<file path="src/design/i2r_pkg.sv">
// Package for the integer to Roman numeral converter: microcode format, program and term tables.
`timescale 1ns / 1ps
`default_nettype none

package i2r_pkg;

	localparam int VALUE_W  = 14;
	localparam int SYM_W    = 7;
	localparam int PC_W     = 4;
	localparam int TERM_W   = 4;
	localparam int TVAL_W   = 10;
	localparam int N_TERMS  = 13;

	localparam logic [VALUE_W-1:0] MAX_VALUE = VALUE_W'(3999);

	localparam logic [SYM_W-1:0] CH_NONE = 7'h00;
	localparam logic [SYM_W-1:0] CH_M    = 7'h4D;
	localparam logic [SYM_W-1:0] CH_D    = 7'h44;
	localparam logic [SYM_W-1:0] CH_C    = 7'h43;
	localparam logic [SYM_W-1:0] CH_L    = 7'h4C;
	localparam logic [SYM_W-1:0] CH_X    = 7'h58;
	localparam logic [SYM_W-1:0] CH_V    = 7'h56;
	localparam logic [SYM_W-1:0] CH_I    = 7'h49;

	// program addresses
	localparam logic [PC_W-1:0] S_WAIT   = 4'd0;
	localparam logic [PC_W-1:0] S_ZCHK   = 4'd1;
	localparam logic [PC_W-1:0] S_OCHK   = 4'd2;
	localparam logic [PC_W-1:0] S_TEST   = 4'd3;
	localparam logic [PC_W-1:0] S_EMIT_A = 4'd4;
	localparam logic [PC_W-1:0] S_EMIT_B = 4'd5;
	localparam logic [PC_W-1:0] S_LOOP   = 4'd6;
	localparam logic [PC_W-1:0] S_DONE   = 4'd7;
	localparam logic [PC_W-1:0] S_EMPTY  = 4'd8;
	localparam logic [PC_W-1:0] S_ERROR  = 4'd9;

	typedef enum logic [2:0] {
		C_NEXT,
		C_ALWAYS,
		C_NO_VALID,
		C_ZERO,
		C_NZ,
		C_OVER,
		C_NOFIT,
		C_NO_SECOND
	} cond_t;

	typedef enum logic [2:0] {
		E_NONE,
		E_FIRST,
		E_SECOND,
		E_EMPTY,
		E_ERROR
	} emit_t;

	typedef struct packed {
		logic            in_rdy;
		logic            load;
		logic            inc_t;
		logic            sub;
		emit_t           emit;
		cond_t           cond;
		logic [PC_W-1:0] target;
	} uword_t;

	// jump to target when cond holds, else fall through
	function automatic uword_t prog(input logic [PC_W-1:0] pc);
		uword_t w;
		case (pc)
			S_WAIT:   w = '{1'b1, 1'b1, 1'b0, 1'b0, E_NONE,   C_NO_VALID,  S_WAIT};
			S_ZCHK:   w = '{1'b0, 1'b0, 1'b0, 1'b0, E_NONE,   C_ZERO,      S_EMPTY};
			S_OCHK:   w = '{1'b0, 1'b0, 1'b0, 1'b0, E_NONE,   C_OVER,      S_ERROR};
			S_TEST:   w = '{1'b0, 1'b0, 1'b1, 1'b0, E_NONE,   C_NOFIT,     S_TEST};
			S_EMIT_A: w = '{1'b0, 1'b0, 1'b0, 1'b1, E_FIRST,  C_NO_SECOND, S_LOOP};
			S_EMIT_B: w = '{1'b0, 1'b0, 1'b0, 1'b0, E_SECOND, C_NEXT,      S_LOOP};
			S_LOOP:   w = '{1'b0, 1'b0, 1'b0, 1'b0, E_NONE,   C_NZ,        S_TEST};
			S_DONE:   w = '{1'b0, 1'b0, 1'b0, 1'b0, E_NONE,   C_ALWAYS,    S_WAIT};
			S_EMPTY:  w = '{1'b0, 1'b0, 1'b0, 1'b0, E_EMPTY,  C_ALWAYS,    S_WAIT};
			S_ERROR:  w = '{1'b0, 1'b0, 1'b0, 1'b0, E_ERROR,  C_ALWAYS,    S_WAIT};
			default:  w = '{1'b0, 1'b0, 1'b0, 1'b0, E_NONE,   C_ALWAYS,    S_WAIT};
		endcase
		return w;
	endfunction

	function automatic logic [TVAL_W-1:0] term_value(input logic [TERM_W-1:0] t);
		logic [TVAL_W-1:0] v;
		case (t)
			4'd0:    v = TVAL_W'(1000);
			4'd1:    v = TVAL_W'(900);
			4'd2:    v = TVAL_W'(500);
			4'd3:    v = TVAL_W'(400);
			4'd4:    v = TVAL_W'(100);
			4'd5:    v = TVAL_W'(90);
			4'd6:    v = TVAL_W'(50);
			4'd7:    v = TVAL_W'(40);
			4'd8:    v = TVAL_W'(10);
			4'd9:    v = TVAL_W'(9);
			4'd10:   v = TVAL_W'(5);
			4'd11:   v = TVAL_W'(4);
			default: v = TVAL_W'(1);
		endcase
		return v;
	endfunction

	function automatic logic [SYM_W-1:0] term_first(input logic [TERM_W-1:0] t);
		logic [SYM_W-1:0] c;
		case (t)
			4'd0:    c = CH_M;
			4'd1:    c = CH_C;
			4'd2:    c = CH_D;
			4'd3:    c = CH_C;
			4'd4:    c = CH_C;
			4'd5:    c = CH_X;
			4'd6:    c = CH_L;
			4'd7:    c = CH_X;
			4'd8:    c = CH_X;
			4'd9:    c = CH_I;
			4'd10:   c = CH_V;
			default: c = CH_I;
		endcase
		return c;
	endfunction

	function automatic logic [SYM_W-1:0] term_second(input logic [TERM_W-1:0] t);
		logic [SYM_W-1:0] c;
		case (t)
			4'd1:    c = CH_M;
			4'd3:    c = CH_D;
			4'd5:    c = CH_C;
			4'd7:    c = CH_L;
			4'd9:    c = CH_X;
			4'd11:   c = CH_V;
			default: c = CH_NONE;
		endcase
		return c;
	endfunction

endpackage

`default_nettype wire

</file>
<file path="src/design/integer_to_roman.sv">
// Integer to Roman numeral converter: microcoded sequencer with a subtract datapath.
//
// A request on the input channel (in_valid/in_ready, field value) carries an
// unsigned integer. Each result on the output channel (out_valid/out_ready)
// is one ASCII numeral character in symbol with has_symbol set; last marks
// the final character of the run. Zero gives one empty result with last set;
// a value above 3999 gives one result with out_of_range and last set.
// in_ready is high only while the sequencer sits in its wait step, so one
// request is converted at a time. An accepted request passes the zero check,
// then the range check; the term search then passes over each term that does
// not fit, emits the first letter of the term that fits and subtracts its
// value, emits the second letter of a two-letter term, and loops while a
// remainder is left. The output register is free to take the next character
// while the receiver drains the last one; when out_ready is low with a
// result pending, the step that emits stalls and the sequencer holds.
// Reset returns the sequencer to its wait step with no result pending.
`timescale 1ns / 1ps
`default_nettype none

module integer_to_roman (
	input  wire                              clk,
	input  wire                              arst_n,
	input  wire                              in_valid,
	output logic                             in_ready,
	input  wire  [i2r_pkg::VALUE_W-1:0]      value,
	output logic                             out_valid,
	input  wire                              out_ready,
	output logic [i2r_pkg::SYM_W-1:0]        symbol,
	output logic                             has_symbol,
	output logic                             last,
	output logic                             out_of_range
);

	logic [i2r_pkg::PC_W-1:0]    pc_q;
	logic [i2r_pkg::VALUE_W-1:0] rest_q;
	logic [i2r_pkg::TERM_W-1:0]  t_q;
	logic                        out_valid_q;
	logic [i2r_pkg::SYM_W-1:0]   symbol_q;
	logic                        has_symbol_q;
	logic                        last_q;
	logic                        oor_q;

	i2r_pkg::uword_t             uw;
	logic [i2r_pkg::VALUE_W-1:0] tval;
	logic [i2r_pkg::SYM_W-1:0]   ch_first;
	logic [i2r_pkg::SYM_W-1:0]   ch_second;
	logic                        fits;
	logic                        cond_true;
	logic                        stall;
	logic [i2r_pkg::PC_W-1:0]    pc_d;

	assign uw        = i2r_pkg::prog(pc_q);
	assign tval      = i2r_pkg::VALUE_W'(i2r_pkg::term_value(t_q));
	assign ch_first  = i2r_pkg::term_first(t_q);
	assign ch_second = i2r_pkg::term_second(t_q);
	assign fits      = rest_q >= tval;
	assign stall     = (uw.emit != i2r_pkg::E_NONE) && out_valid_q && !out_ready;

	always_comb begin
		case (uw.cond)
			i2r_pkg::C_NEXT:      cond_true = 1'b0;
			i2r_pkg::C_ALWAYS:    cond_true = 1'b1;
			i2r_pkg::C_NO_VALID:  cond_true = !in_valid;
			i2r_pkg::C_ZERO:      cond_true = rest_q == '0;
			i2r_pkg::C_NZ:        cond_true = rest_q != '0;
			i2r_pkg::C_OVER:      cond_true = rest_q > i2r_pkg::MAX_VALUE;
			i2r_pkg::C_NOFIT:     cond_true = !fits;
			i2r_pkg::C_NO_SECOND: cond_true = ch_second == i2r_pkg::CH_NONE;
			default:              cond_true = 1'b1;
		endcase
	end

	always_comb begin
		if (stall) begin
			pc_d = pc_q;
		end else if (cond_true) begin
			pc_d = uw.target;
		end else begin
			pc_d = pc_q + 1'b1;
		end
	end

	assign in_ready = uw.in_rdy;

	always_ff @(posedge clk or negedge arst_n) begin
		if (!arst_n) begin
			pc_q <= i2r_pkg::S_WAIT;
		end else begin
			pc_q <= pc_d;
		end
	end

	// datapath
	always_ff @(posedge clk) begin
		if (uw.load && in_valid) begin
			rest_q <= value;
			t_q    <= '0;
		end else if (!stall) begin
			if (uw.sub) begin
				rest_q <= rest_q - tval;
			end
			if (uw.inc_t && !fits) begin
				t_q <= t_q + 1'b1;
			end
		end
	end

	always_ff @(posedge clk or negedge arst_n) begin
		if (!arst_n) begin
			out_valid_q <= 1'b0;
		end else if (!stall && uw.emit != i2r_pkg::E_NONE) begin
			out_valid_q <= 1'b1;
		end else if (out_ready) begin
			out_valid_q <= 1'b0;
		end
	end

	always_ff @(posedge clk) begin
		if (!stall) begin
			case (uw.emit)
				i2r_pkg::E_FIRST: begin
					symbol_q     <= ch_first;
					has_symbol_q <= 1'b1;
					last_q       <= (ch_second == i2r_pkg::CH_NONE) && (rest_q == tval);
					oor_q        <= 1'b0;
				end
				i2r_pkg::E_SECOND: begin
					symbol_q     <= ch_second;
					has_symbol_q <= 1'b1;
					last_q       <= rest_q == '0;
					oor_q        <= 1'b0;
				end
				i2r_pkg::E_EMPTY: begin
					symbol_q     <= i2r_pkg::CH_NONE;
					has_symbol_q <= 1'b0;
					last_q       <= 1'b1;
					oor_q        <= 1'b0;
				end
				i2r_pkg::E_ERROR: begin
					symbol_q     <= i2r_pkg::CH_NONE;
					has_symbol_q <= 1'b0;
					last_q       <= 1'b1;
					oor_q        <= 1'b1;
				end
				default: begin
				end
			endcase
		end
	end

	assign out_valid    = out_valid_q;
	assign symbol       = symbol_q;
	assign has_symbol   = has_symbol_q;
	assign last         = last_q;
	assign out_of_range = oor_q;

	a_accept_to_zchk: assert property (@(posedge clk) disable iff (!arst_n)
		(in_valid && in_ready) |=> (pc_q == i2r_pkg::S_ZCHK))
		else $error("accepted request did not enter the zero check");

	a_test_nonzero: assert property (@(posedge clk) disable iff (!arst_n)
		(pc_q == i2r_pkg::S_TEST) |-> (rest_q != '0 && t_q < i2r_pkg::TERM_W'(i2r_pkg::N_TERMS)))
		else $error("term search with nothing left or past the last term");

	a_oor_is_last: assert property (@(posedge clk) disable iff (!arst_n)
		(out_valid && out_of_range) |-> (last && !has_symbol))
		else $error("out-of-range result not a lone final result");

	a_emit_fits: assert property (@(posedge clk) disable iff (!arst_n)
		(pc_q == i2r_pkg::S_EMIT_A) |-> fits)
		else $error("character emitted for a term that does not fit");

	a_stall_holds: assert property (@(posedge clk) disable iff (!arst_n)
		stall |=> (pc_q == $past(pc_q) && rest_q == $past(rest_q)))
		else $error("sequencer advanced while output stalled");

endmodule

`default_nettype wire
</file>
<file path="config.mk">
export PLATFORM = sky130hd
export DESIGN_NAME = integer_to_roman
export DESIGN_NICKNAME = d
export VERILOG_FILES = /design/src/design/i2r_pkg.sv /design/src/design/integer_to_roman.sv
export SDC_FILE = /design/constraint.sdc
export NUM_CORES = 1
export LEC_CHECK = 0
export ABC_AREA = 1
export BUFFER_PORTS_ARGS = -buffer_cell sky130_fd_sc_hd__buf_2
export CAP_MARGIN = 30
export CORE_MARGIN = 2
export CORE_UTILIZATION = 45
export DETAILED_ROUTE_END_ITERATION = 8
export PLACE_DENSITY = 0.67
export SETUP_SLACK_MARGIN = 0.2
export SYNTH_ARGS = -nofsm -noshare
export SYNTH_HDL_FRONTEND = slang
export SYNTH_SLANG_ARGS = --single-unit
</file>
<file path="constraint.sdc">
create_clock -name clk -period 2.3 [get_ports clk]
set_input_delay 0.46 -clock clk [delete_from_list [all_inputs] [get_ports clk]]
set_output_delay 0.46 -clock clk [all_outputs]
set_load 0.05 [all_outputs]
</file>
# Word level (Yosys, flattened, before mapping)
# Memory sizes are Yosys's and may differ from the RTL's. A register that Yosys moved wholly into a read port is not among the register bits.
# Cells that the tools add are included.
# Widths: inputs -> output; s select.
dict set report totals {
  out_inout_bits 12
  n_memories 3
  word_cells 80
  romBits 464
  reg_bits 33
}
dict set report classes {
  magnitude_cmp 2
  n_bitwise 1
  add_sub_neg 3
  reduce_logical 28
  n_eq_ne 19
  mux 16
}
# memory depth word_bits rd rd_ports_with_merged_regs write_ports line_no
set memory_table {}
lappend memory_table {{(no name shown)} 16 14 1 0 0 i2r_pkg.sv:69} ;# case (pc)
lappend memory_table {{(no name shown)} 16 10 1 1 0 i2r_pkg.sv:87} ;# case (t)
lappend memory_table {{(no name shown)} 16 5 1 1 0 i2r_pkg.sv:107} ;# case (t)
# cell n
set ops {}
lappend ops {{$mux 14} 3}
lappend ops {{$pmux 7 s6} 1}
lappend ops {{$pmux 7 s3} 1}
lappend ops {{$mux 4} 5}
lappend ops {{$eq 3x3->1 const B} 5}
lappend ops {{$eq 14x10->1} 1}
lappend ops {{$ge 14x10->1} 1}
lappend ops {{$gt 14x12->1 const B} 1}
lappend ops {{$logic_not 14->1} 1}
lappend ops {{$reduce_bool 14->1} 1}
lappend ops {{$sub 14x10->14} 1}
lappend ops {{$eq 3x2->1 const B} 4}
lappend ops {{$reduce_and 2->1} 5}
lappend ops {{$add 4x1->4 const B} 2}
lappend ops {{$eq 4x3->1 const B} 2}
lappend ops {{$eq 4x4->1 const B} 2}
lappend ops {{$pmux 1 s8} 1}
lappend ops {{$reduce_bool 2->1} 4}
lappend ops {{$logic_not 7->1} 1}
lappend ops {{$eq 3x1->1 const B} 2}
lappend ops {{$logic_and 1x1->1} 6}
lappend ops {{$reduce_bool 3->1} 2}
lappend ops {{$eq 4x1->1 const B} 1}
lappend ops {{$eq 4x2->1 const B} 1}
lappend ops {{other kinds (9)} 15}

# Logic depth before layout (Yosys ltp)
# Gate-level depths: netlist of the first run.
# An unclocked memory read counts as a cell.
dict set report depth {
  word_depth 8
  mapped_depth 18
  depth_no_buf 18
}

# Least setup slack after synthesis of the first run
# No wires, ideal clock.
dict set report synth_path {
  path_type {reg-to-reg}
  start {register pc_q[1] in the netlist's numbering}
  end {register rest_q[0] in the netlist's numbering, enable pin}
  path_slack_ns -0.874
  setup_time_ns 0.404
  path_buffers 1
  required_time_ns 1.896
  arrival_time_ns 2.769
  stages_incl_launch_ff 8
  cell_sequence {dfrtp_1 > inv_1 > ha_1 > nand2_1 > nor2_1 > nand2_1 > clkbuf_1 > o21ai_0}
}
dict set report synth_via {
  elab_chain_cells 6
  elab_cells_between_ends 8
}
# element line_no
set synth_lines {}
lappend synth_lines {{start, declared} integer_to_roman.sv:34} ;# logic [i2r_pkg::PC_W-1:0] pc_q;
lappend synth_lines {{start signal, assigned} integer_to_roman.sv:87} ;# pc_q <= i2r_pkg::S_WAIT;
lappend synth_lines {{start signal, assigned} integer_to_roman.sv:89} ;# pc_q <= pc_d;
lappend synth_lines {{$mem_v2 16x14 *} n/a}
lappend synth_lines {{$reduce_bool 3->1} integer_to_roman.sv:57} ;# assign stall = (uw.emit != i2r_pkg::E_NONE) && out_valid_q && !out_ready;
lappend synth_lines {{$logic_and 1x1->1 (2 in series)} integer_to_roman.sv:57}
lappend synth_lines {{$ne 2x1->1 (no source line)} n/a}
lappend synth_lines {{$reduce_and 2->1 (no source line) *} n/a}
lappend synth_lines {{end signal, assigned} integer_to_roman.sv:96} ;# rest_q <= value;
lappend synth_lines {{end signal, assigned} integer_to_roman.sv:100} ;# rest_q <= rest_q - tval;
lappend synth_lines {{end, declared} integer_to_roman.sv:35} ;# logic [i2r_pkg::VALUE_W-1:0] rest_q;
# Every way passes the cells marked *; elsewhere a longest branch is shown, timed or not.
# A chain may end at the register's enable or synchronous reset.

# Worst setup path after layout of the first run
dict set report layout_path {
  start {register rest_q[6] in the netlist's numbering}
  end {register tval[1] (netlist name)}
}
dict set report layout_via {
  elab_chain_cells 6
}
# element line_no
set layout_lines {}
lappend layout_lines {{$ge 14x10->1} integer_to_roman.sv:56} ;# assign fits = rest_q >= tval;
lappend layout_lines {{$logic_not 1->1} integer_to_roman.sv:102} ;# if (uw.inc_t && !fits) begin
lappend layout_lines {{$logic_and 1x1->1} integer_to_roman.sv:102}
lappend layout_lines {{$reduce_and 2->1 (no source line)} n/a}
lappend layout_lines {{$mux 4 (no source line) (2 in series)} n/a}
# No other way between the ends.

==> flow_summary.json, run 1 <==
{
  "grt_max_degree": 16,
  "rsz0062_at_grt": "true",
  "n_antenna_cell": 0,
  "drt_iter0_drc": 110,
  "cpPeakStageDelay_ns": 0.48,
  "finalHoldViolCount": 0,
  "peakVddDrop_uv": 474,
  "synth-seq-cells": 46,
  "synth_edf_count": 23,
  "dr.pass1.iters": 5,
  "wl_per_cell_microns": 12.9,
  "crit_path_max_fanout": 7,
  "dieArea_sq_um": 7970,
  "synth_area_sq_um": 3270,
  "place_congestion": 0.964,
  "min_period_ns": 2.20,
  "fin_skew_ns": 0.00876,
  "pin_count": 30,
  "yosysTopAreaCellShare_pct": 21.1,
  "drc_errors": 0,
  "finalCritPeriodShare_pct": 95.6,
  "tritoncts": "yes",
  "seq_area_sq_um": 1180,
  "worstSetupPathType": "reg -> reg",
  "critPathLaunchType": "flop",
  "cts_made_buffers": 5,
  "cp-end-kind": "flop",
  "synth_ff_type": "edfxtp_1",
  "drt-met1-wl_microns": 3860,
  "h-tree-depth": 2,
  "viasPerCell": 4.97,
  "gr-total-overflow": 0,
  "synth_cells": 443,
  "finalPower_mw": 6.65,
  "clock_tree.root_cell": "clkbuf_8",
  "syn_to_final_growth_pct": 32.2,
  "cts.sinks": 46,
  "slew_viol_final": 0,
  "multi_input_area_sq_um": 2140,
  "antenna_found_initial": 0,
  "grt_pass1_wl_microns": 12400,
  "nNetsFinal": 559,
  "fin_util_pct": 60.6,
  "grtUsageTotal_pct": 20.0,
  "synth.distinct_cells": 37,
  "start_util_pct": 45.9,
  "crit_chain": "ha_4, nand2_2, nor2_4, nand3b_1, nand3_4, nor2_8, nand2_4, nand2_4, nand3_4, ha_4, inv_2, nand3_2, o21ai_1",
  "max_cap_violations": 0,
  "async_flop_share_pct": 10.9,
  "leakagePower_nw": 2.02,
  "crit_path_top_delay_cell": "edfxtp_1",
  "dpl.hpwl_microns": 5850,
  "finalHoldWorstSlack_ns": 0.415,
  "wl_microns": 8010,
  "antenna_left": 0,
  "synth_area_leaders": "edfxtp_1 21%, nand2_1 14%, dfxtp_1 11%",
  "drive_gt1_share_pct": 36.0,
  "crit_arrival_ns": 2.40,
  "cp_data_required_time_ns": 2.50,
  "powerDensity_nw_per_um2": 1540,
  "core-area_sq_um": 7140,
  "cts_buffer_depth": 2,
  "fmax_ghz": 0.455,
  "dieHeight_microns": 89.3,
  "grt_pass1_vias": 2689,
  "cts.clk_slew.worst_paths_ns": 0.09,
  "vias": 3079,
  "port_buffers": 28,
  "syn_avg_cell_area_sq_um": 7.39,
  "status": "completed",
  "fillers": 625,
  "syn_nets": 483,
  "finalSetupViolations": 0,
  "yosysSeqAreaShare_pct": 35.9,
  "hold_class": "in -> reg",
  "clock_latency_ns": 0.31,
  "yosysWarnings": 0,
  "row_count": 31,
  "dieWidth_microns": 89.3,
  "highest_layer": "met4",
  "yosysTopAreaCell": "edfxtp_1",
  "wl_met2_microns": 3790,
  "wl_met3_microns": 228
}
-- final timing paths --
path                              from   endpoint  slack [ns]  cells after the start
max in group asynchronous       arst_n    pc_q[3]        1.68                      2
hold / removal                value[6]  rest_q[6]        0.42                      3
setup reg to reg             rest_q[6]    tval[1]        0.10                     13
setup / recovery             rest_q[6]    tval[1]        0.10                     13
min in group asynchronous       arst_n    pc_q[1]        0.48                      2
hold reg to reg            ch_first[0]  symbol[0]        0.53                      2
-- per-layer routing --
metal | up-vias | global-route usage [%]
li1 | 1582 | -
met1 | 1421 | 28.0
met2 | 63 | 32.2
met3 | 13 | 3.14
met4 | 0 | 5.43
met5 | - | 0
-- worst max-delay path, delay by kind of cell, from the launching register on --
family,cells,cell delay [ns]
flip-flops,1,0.48
buffers and inverters,1,0.05
AND/OR/NAND/NOR,9,0.89
AO/OA/AOI/OAI,1,0.07
adder cells (fa/ha/maj),2,0.60
-- sequential cells by signal (all words and copies together) (netlist names) --
register and flops:
pc_q 4, out_of_range 1, has_symbol 1, symbol 6, ch_first 5, last 1
rest_q 14, t_q 4, out_valid 1, tval 9
-- metrics by stage --
stage | TNS [ns] | std cells | worst slack [ns] | area [sq um]
global route | -0.0489 | 619 | -0.00997 | 4330
global placement | 0 | 584 | 0.0546 | 3780
floorplan | 0 | 443 | 0.169 | 3420
detailed placement | 0 | 584 | 0.0102 | 3780
CTS | 0 | 610 | 0.132 | 4130
finish | 0 | 619 | 0.101 | 4330
-- cells in the mapped netlist, types with 5 or more instances --
cell type,instances
xor2_1,7
nor2_1,48
inv_2,8
nand2_2,7
nand2_1,125
o21ai_0,28
nand4_1,5
inv_1,53
o21ai_1,5
dfxtp_1,18
nand3_1,32
a21oi_1,9
edfxtp_1,23
dfrtp_1,5
ha_1,21
-- where the power goes --
part,switching [mW],internal (mW),total (mW)
logic,2.70,1.83,4.53
registers,0.238,1.34,1.58
clock network,0.296,0.242,0.538
total,3.23,3.41,6.65
-- area by class of cell --
type / count / share of cell area (%)
clock buffer: 6 / 1.91
clock inverter: 2 / 0.289
inverter: 62 / 5.81
multi-input combinational: 326 / 49.5
sequential: 46 / 27.2
tap: 99 / 2.86
timing repair buffer: 78 / 12.4
-- kinds of logic after synthesis --
group                    after synthesis  synth area share (%)
flip-flops                            46                  35.9
adder cells (fa/ha/maj)               22                  8.64
XOR/XNOR                               7                  1.87
other                                  1                 0.115
AND/OR/NAND/NOR                      243                  34.8
buffers and inverters                 71                  9.44
AO/OA/AOI/OAI                         53                  9.25
-- layout by cell type, fill, tap and decap left out, types with 11 or more instances in the layout --
cell type  netlist  final
nand3_1         32     27
inv_1           53     44
nand2_2          7     20
inv_2            8     12
ha_4             0     11
dfxtp_1         18     18
nor2_1          48     42
o21ai_0         28     23
buf_4            2     46
nand2_1        125    104
buf_2            2     27
edfxtp_1        23     23
-- repair_timing --
action                                  CTS  global route
hold buffers                              1             0
gates resized for setup                  36            38
endpoints found under the setup margin   35            37
pin swaps                                16            17
setup buffers                            17             9
hold endpoints to repair                  5             0
Note: power is estimated with default switching activity, not from simulation.
==> run 2: changes to the inputs <==
--- a/config.mk
+++ b/config.mk
@@ -8,9 +8,9 @@
 export ABC_AREA = 1
 export BUFFER_PORTS_ARGS = -buffer_cell sky130_fd_sc_hd__buf_2
 export CAP_MARGIN = 30
-export CORE_MARGIN = 2
 export CORE_UTILIZATION = 45
 export DETAILED_ROUTE_END_ITERATION = 8
+export MAX_ROUTING_LAYER = met4
 export PLACE_DENSITY = 0.67
 export SETUP_SLACK_MARGIN = 0.2
 export SYNTH_ARGS = -nofsm -noshare
==> run 2 against run 1 <==
Compared with the run above:
- combinational power is 2% higher
- register-to-register slack lost 0.09 ns
- worst setup slack got worse by 0.093 ns
- non-clock buffer count grew 5
- routed wire length rose by 5.8%
- largest power group unchanged
==> flow_summary.json, run 2 (same netlist as run 1, synthesis figures left out) <==
{
  "max_cap_violations": 0,
  "dieHeight_microns": 87.3,
  "status": "completed",
  "finalCritPeriodShare_pct": 99.7,
  "cts_made_buffers": 5,
  "row_count": 30,
  "peakVddDrop_uv": 571,
  "hold_class": "in -> reg",
  "grt_pass1_wl_microns": 13100,
  "place_congestion": 0.898,
  "layout_common_cells": "101 x nand2_1, 49 x buf_4, 44 x nor2_1, 43 x inv_1, 28 x buf_2",
  "rsz0062_at_grt": "true",
  "vias": 3110,
  "dieArea_sq_um": 7620,
  "layout_commonest_cell": "nand2_1",
  "drt_iter0_drc": 114,
  "tightest_slew_ns": 0.548,
  "top_register": "rest_q",
  "wl_per_cell_microns": 13.6,
  "maxSlewHeadroom_pct": 63.3,
  "fin_util_pct": 64.1,
  "dr.pass1.iters": 4,
  "worstSetupPathType": "reg -> reg",
  "h-tree-depth": 2,
  "wl_microns": 8470,
  "fillers": 634,
  "grtUsageTotal_pct": 22.7,
  "antenna_found_initial": 0,
  "grt_max_degree": 16,
  "cts.clk_slew.worst_paths_ns": 0.10,
  "fin_tns_setup_ns": 0,
  "syn_to_final_growth_pct": 35.2,
  "clock_latency_ns": 0.31,
  "cp_data_required_time_ns": 2.52,
  "clock_tree.root_cell": "clkbuf_8",
  "viasPerCell": 5.00,
  "fmax_ghz": 0.436,
  "finalSetupViolations": 0,
  "antenna_left": 0,
  "crit_path_max_fanout": 7,
  "start_util_pct": 47.4,
  "tritoncts": "yes",
  "dpl.hpwl_microns": 5950,
  "core-area_sq_um": 6910,
  "powerDensity_nw_per_um2": 1530,
  "cts.sinks": 46,
  "crit_arrival_ns": 2.51,
  "largest_reg_flops": 14,
  "cp-end-kind": "flop",
  "drive_gt1_share_pct": 37.5,
  "finalHoldViolCount": 0,
  "grt_pass1_vias": 2879,
  "port_buffers": 28,
  "leakagePower_nw": 2.07,
  "r2r_setup_slack_ns": 0.008,
  "fin_skew_ns": 0.00920,
  "dieWidth_microns": 87.3,
  "slew_viol_final": 0,
  "critPathLaunchType": "flop",
  "drc_errors": 0,
  "min_period_ns": 2.29,
  "cts_buffer_depth": 2,
  "gr-total-overflow": 0,
  "pin_count": 30,
  "n_antenna_cell": 0,
  "nNetsFinal": 565
}
[run 2: repair_timing]
item                       CTS  global route
setup endpoints to repair   37            44
pin swaps                   12            36
hold endpoints to repair     5             0
buffers inserted            16            15
resized for setup           29            54
gates cloned                 0             1
hold buffers                 1             0
[run 2: routing by layer]
metal	vias up	wire [microns]	track usage, %
li1	1594	-	-
met1	1445	3920	30.2
met2	63	4130	35.9
met3	8	319	3.41
met4	0	106	6.41
met5	-	0	-
[run 2: through the flow]
step	setup slack (ns)	cells	area (sq um)	total power, mW	hold slack [ns]
final	0.00795	622	4430	6.77	0.410
after global routing	-0.0699	622	4430	7.34	0.418
after CTS	0.108	606	4100	6.16	0.412
after detailed placement	-0.00949	581	3780	5.28	0.276
after global placement	0.0494	581	3780	5.19	0.274
after floorplan	0.169	443	3420	4.37	0.164
[run 2: where the power goes]
group	leakage, nW	total (mW)	internal (mW)	switching [mW]
Combinational	1.61	4.61	1.84	2.76
Clock	0.0496	0.583	0.281	0.302
Sequential	0.415	1.58	1.34	0.240
[run 2: path summary, 6_finish.rpt]
path                              from   endpoint  cells after the start
min                           value[6]  rest_q[6]                      3
min reg2reg                ch_first[1]  symbol[1]                      2
min in group asynchronous       arst_n    pc_q[1]                      2
max reg2reg                  rest_q[0]    tval[1]                     14
max                          rest_q[0]    tval[1]                     14
max in group asynchronous       arst_n    pc_q[3]                      2
[run 2: worst max-delay path, stage by stage (launching register included)]
cell,delay (ns)
edfxtp_1,0.39
inv_2,0.07
ha_4,0.17
fa_2,0.40
nand3b_1,0.21
nand3_4,0.14
nor2_8,0.08
nand2_4,0.09
nand2_4,0.05
nand3_4,0.12
inv_4,0.05
ha_4,0.28
inv_2,0.04
nand3_2,0.05
o21ai_2,0.05
[run 2: area by class of cell]
type                            count  area, sq um  area share (%)
Inverter                           62          246            5.57
Sequential cell                    46         1180            26.6
Clock buffer                        7         97.6            2.20
Clock inverter                      1         7.51           0.170
Multi-Input combinational cell    327         2200            49.8
Tap cell                           96          120            2.71
Timing Repair Buffer               83          574            13.0
==> run 3: changes to the inputs <==
--- a/config.mk
+++ b/config.mk
@@ -11,7 +11,7 @@
 export CORE_UTILIZATION = 45
 export DETAILED_ROUTE_END_ITERATION = 8
 export MAX_ROUTING_LAYER = met4
-export PLACE_DENSITY = 0.67
+export PLACE_DENSITY = 0.64
 export SETUP_SLACK_MARGIN = 0.2
 export SYNTH_ARGS = -nofsm -noshare
 export SYNTH_HDL_FRONTEND = slang
==> constraint.sdc (replaced) <==
create_clock -name clk -period 2.45 [get_ports clk]
set_input_delay 0.49 -clock clk [delete_from_list [all_inputs] [get_ports clk]]
set_output_delay 0.49 -clock clk [all_outputs]
set_load 0.05 [all_outputs]
==> run 3 against run 2 <==
Compared with the run above:
- first-iteration DRC count decreased by 4.4%
- clock skew decreased by 0.0023 ns
- via count decreased by 3.6%
- critical endpoint unchanged
- clock power increased by 14%
- maximum frequency increased by 2.1%
- routed wire length decreased by 8.1%
- critical path type unchanged
- cell count decreased by 2.6%
- worst setup slack improved by 0.20 ns
==> flow_summary.json, run 3 (same netlist as run 1, synthesis figures left out) <==
{
  "status": "completed",
  "crit_path_top_delay_cell": "edfxtp_1",
  "viasPerCell": 4.95,
  "path_depth": 13,
  "crit_family": "simple AND/OR/NAND/NOR gates",
  "cts.sinks": 46,
  "syn_to_final_growth_pct": 27.7,
  "top_register": "rest_q",
  "cp_data_required_time_ns": 2.64,
  "finalCritPeriodShare_pct": 91.6,
  "p_comb_share_pct": 64.2,
  "grtUsageTotal_pct": 21.6,
  "wl_microns": 7790,
  "row_count": 30,
  "wl_per_cell_microns": 12.8,
  "pin_count": 30,
  "p_int_mw": 3.17,
  "dr.pass1.iters": 4,
  "r2r_setup_slack_ns": 0.21,
  "cts_buffer_depth": 2,
  "crit_chain": "ha_4, nand2_2, inv_1, a21oi_4, nand3_4, nor2_8, nand2_4, nand2_4, nand3_4, ha_4, inv_2, nand3_1, o21ai_1",
  "nNetsFinal": 549,
  "critPathLaunchType": "flop",
  "crit_arrival_ns": 2.44,
  "grt_max_degree": 21,
  "clock_latency_ns": 0.31,
  "largest_reg_flops": 14,
  "drt_iter0_drc": 109,
  "finalHoldViolCount": 0,
  "hold_class": "in -> reg",
  "critPathCapture": "tval[1]",
  "cts.clk_slew.worst_paths_ns": 0.09,
  "hold_start": "value[9]",
  "clockPowerShare_pct": 11.1,
  "dpl.hpwl_microns": 5600,
  "cpPeakStageDelay_ns": 0.45,
  "pre_cts_ws_ns": 0.0615,
  "port_buffers": 28,
  "gr-total-overflow": 0,
  "finalHoldWorstSlack_ns": 0.452,
  "finalSetupViolations": 0,
  "p_sw_mw": 2.86,
  "grt_pass1_vias": 2716,
  "antenna_found_initial": 0,
  "core-area_sq_um": 6910,
  "leakagePower_nw": 1.99,
  "fmax_ghz": 0.445,
  "vias": 2998,
  "dieWidth_microns": 87.3,
  "powerDensity_nw_per_um2": 1440,
  "fin_skew_ns": 0.00691,
  "rsz0062_at_grt": "true",
  "critPathLaunch": "rest_q[9]",
  "n_antenna_cell": 0,
  "r2r-end": "tval[1]",
  "grt_pass1_wl_microns": 12400,
  "fin_tns_setup_ns": 0,
  "clock_tree.root_cell": "clkbuf_8",
  "dieArea_sq_um": 7620,
  "cts_made_buffers": 5,
  "min_period_ns": 2.24,
  "r2r_start": "rest_q[9]",
  "reg2regPathDepth": 13,
  "fin_util_pct": 60.6,
  "h-tree-depth": 2,
  "drive_gt1_share_pct": 30.4,
  "seqPwrFrac_pct": 24.7,
  "layout_commonest_cell": "nand2_1",
  "tritoncts": "yes",
  "peakVddDrop_uv": 550,
  "dieHeight_microns": 87.3,
  "drc_errors": 0,
  "start_util_pct": 47.4,
  "crit_path_max_fanout": 7,
  "crit_buf_inv": 2,
  "antenna_left": 0,
  "worstSetupPathType": "reg -> reg",
  "setup_slack_ns": 0.205,
  "place_congestion": 0.841,
  "slew_viol_final": 0,
  "max_cap_violations": 0,
  "switching_share_pct": 47.4,
  "cp-end-kind": "flop",
  "layout_common_cells": "114 x nand2_1, 48 x inv_1, 44 x nor2_1, 36 x buf_4, 29 x nand3_1"
}
==> run 3: worst min path at each step <==
stage,end,cells after the start
after global placement,pc_q[2],1
after floorplan,out_valid,0
final,rest_q[9],3
after CTS,rest_q[6],3
after global routing,rest_q[4],3
after detailed placement,pc_q[3],1
==> run 3: timing repair <==
item / 4_1_cts / 5_1_grt
hold endpoints to repair: 5 / 0
pin swaps: 6 / 15
hold buffers: 1 / 0
endpoints found under the setup margin: 11 / 29
resized for setup: 13 / 39
gates cloned: 0 / 1
buffers inserted: 11 / 13
==> run 3: power groups by stage <==
stage | sequential [mW] | clock (mW) | combinational [mW]
floorplan | 1.65 | 0 | 2.36
global placement | 1.49 | 0 | 3.17
detailed placement | 1.51 | 0 | 3.22
CTS | 1.48 | 0.685 | 3.42
global route | 1.53 | 0.710 | 4.35
finish | 1.49 | 0.667 | 3.88
==> run 3: worst register-to-register path: cells and delay by family, from the launching register on <==
family,cells,cell delay (ns)
simple gates,7,0.76
fa+ha+maj,2,0.57
flops,1,0.45
compound gates,2,0.24
buf+inv,2,0.13
==> run 3: metal layers <==
metal  track usage [%]  share of wire (%)  vias to the layer above  wire length [microns]
li1                  -                  -                     1555                      -
met1              29.3                 48                     1386                   3760
met2              33.8                 47                       47                   3690
met3              2.94                3.1                       10                    243
met4              5.51                1.2                        0                     95
met5                 -                  0                        -                      0
==> run 3: through the flow <==
step | total power, mW | area [sq um] | cells
after floorplan | 4.01 | 3340 | 443
after global placement | 4.66 | 3630 | 572
after detailed placement | 4.72 | 3630 | 572
after CTS | 5.59 | 3940 | 592
after global routing | 6.59 | 4180 | 606
final | 6.04 | 4180 | 606
==> run 3: final cells by class <==
| cell class | instances | area [sq um] |
|---|---|---|
| inverters | 62 | 240 |
| flip-flops and latches | 46 | 1180 |
| clock inverters | 1 | 30.0 |
| repair buffers | 67 | 443 |
| clock buffers | 7 | 108 |
| well taps | 96 | 120 |
| fillers | 652 | 2720 |
| multi-input cells | 327 | 2060 |
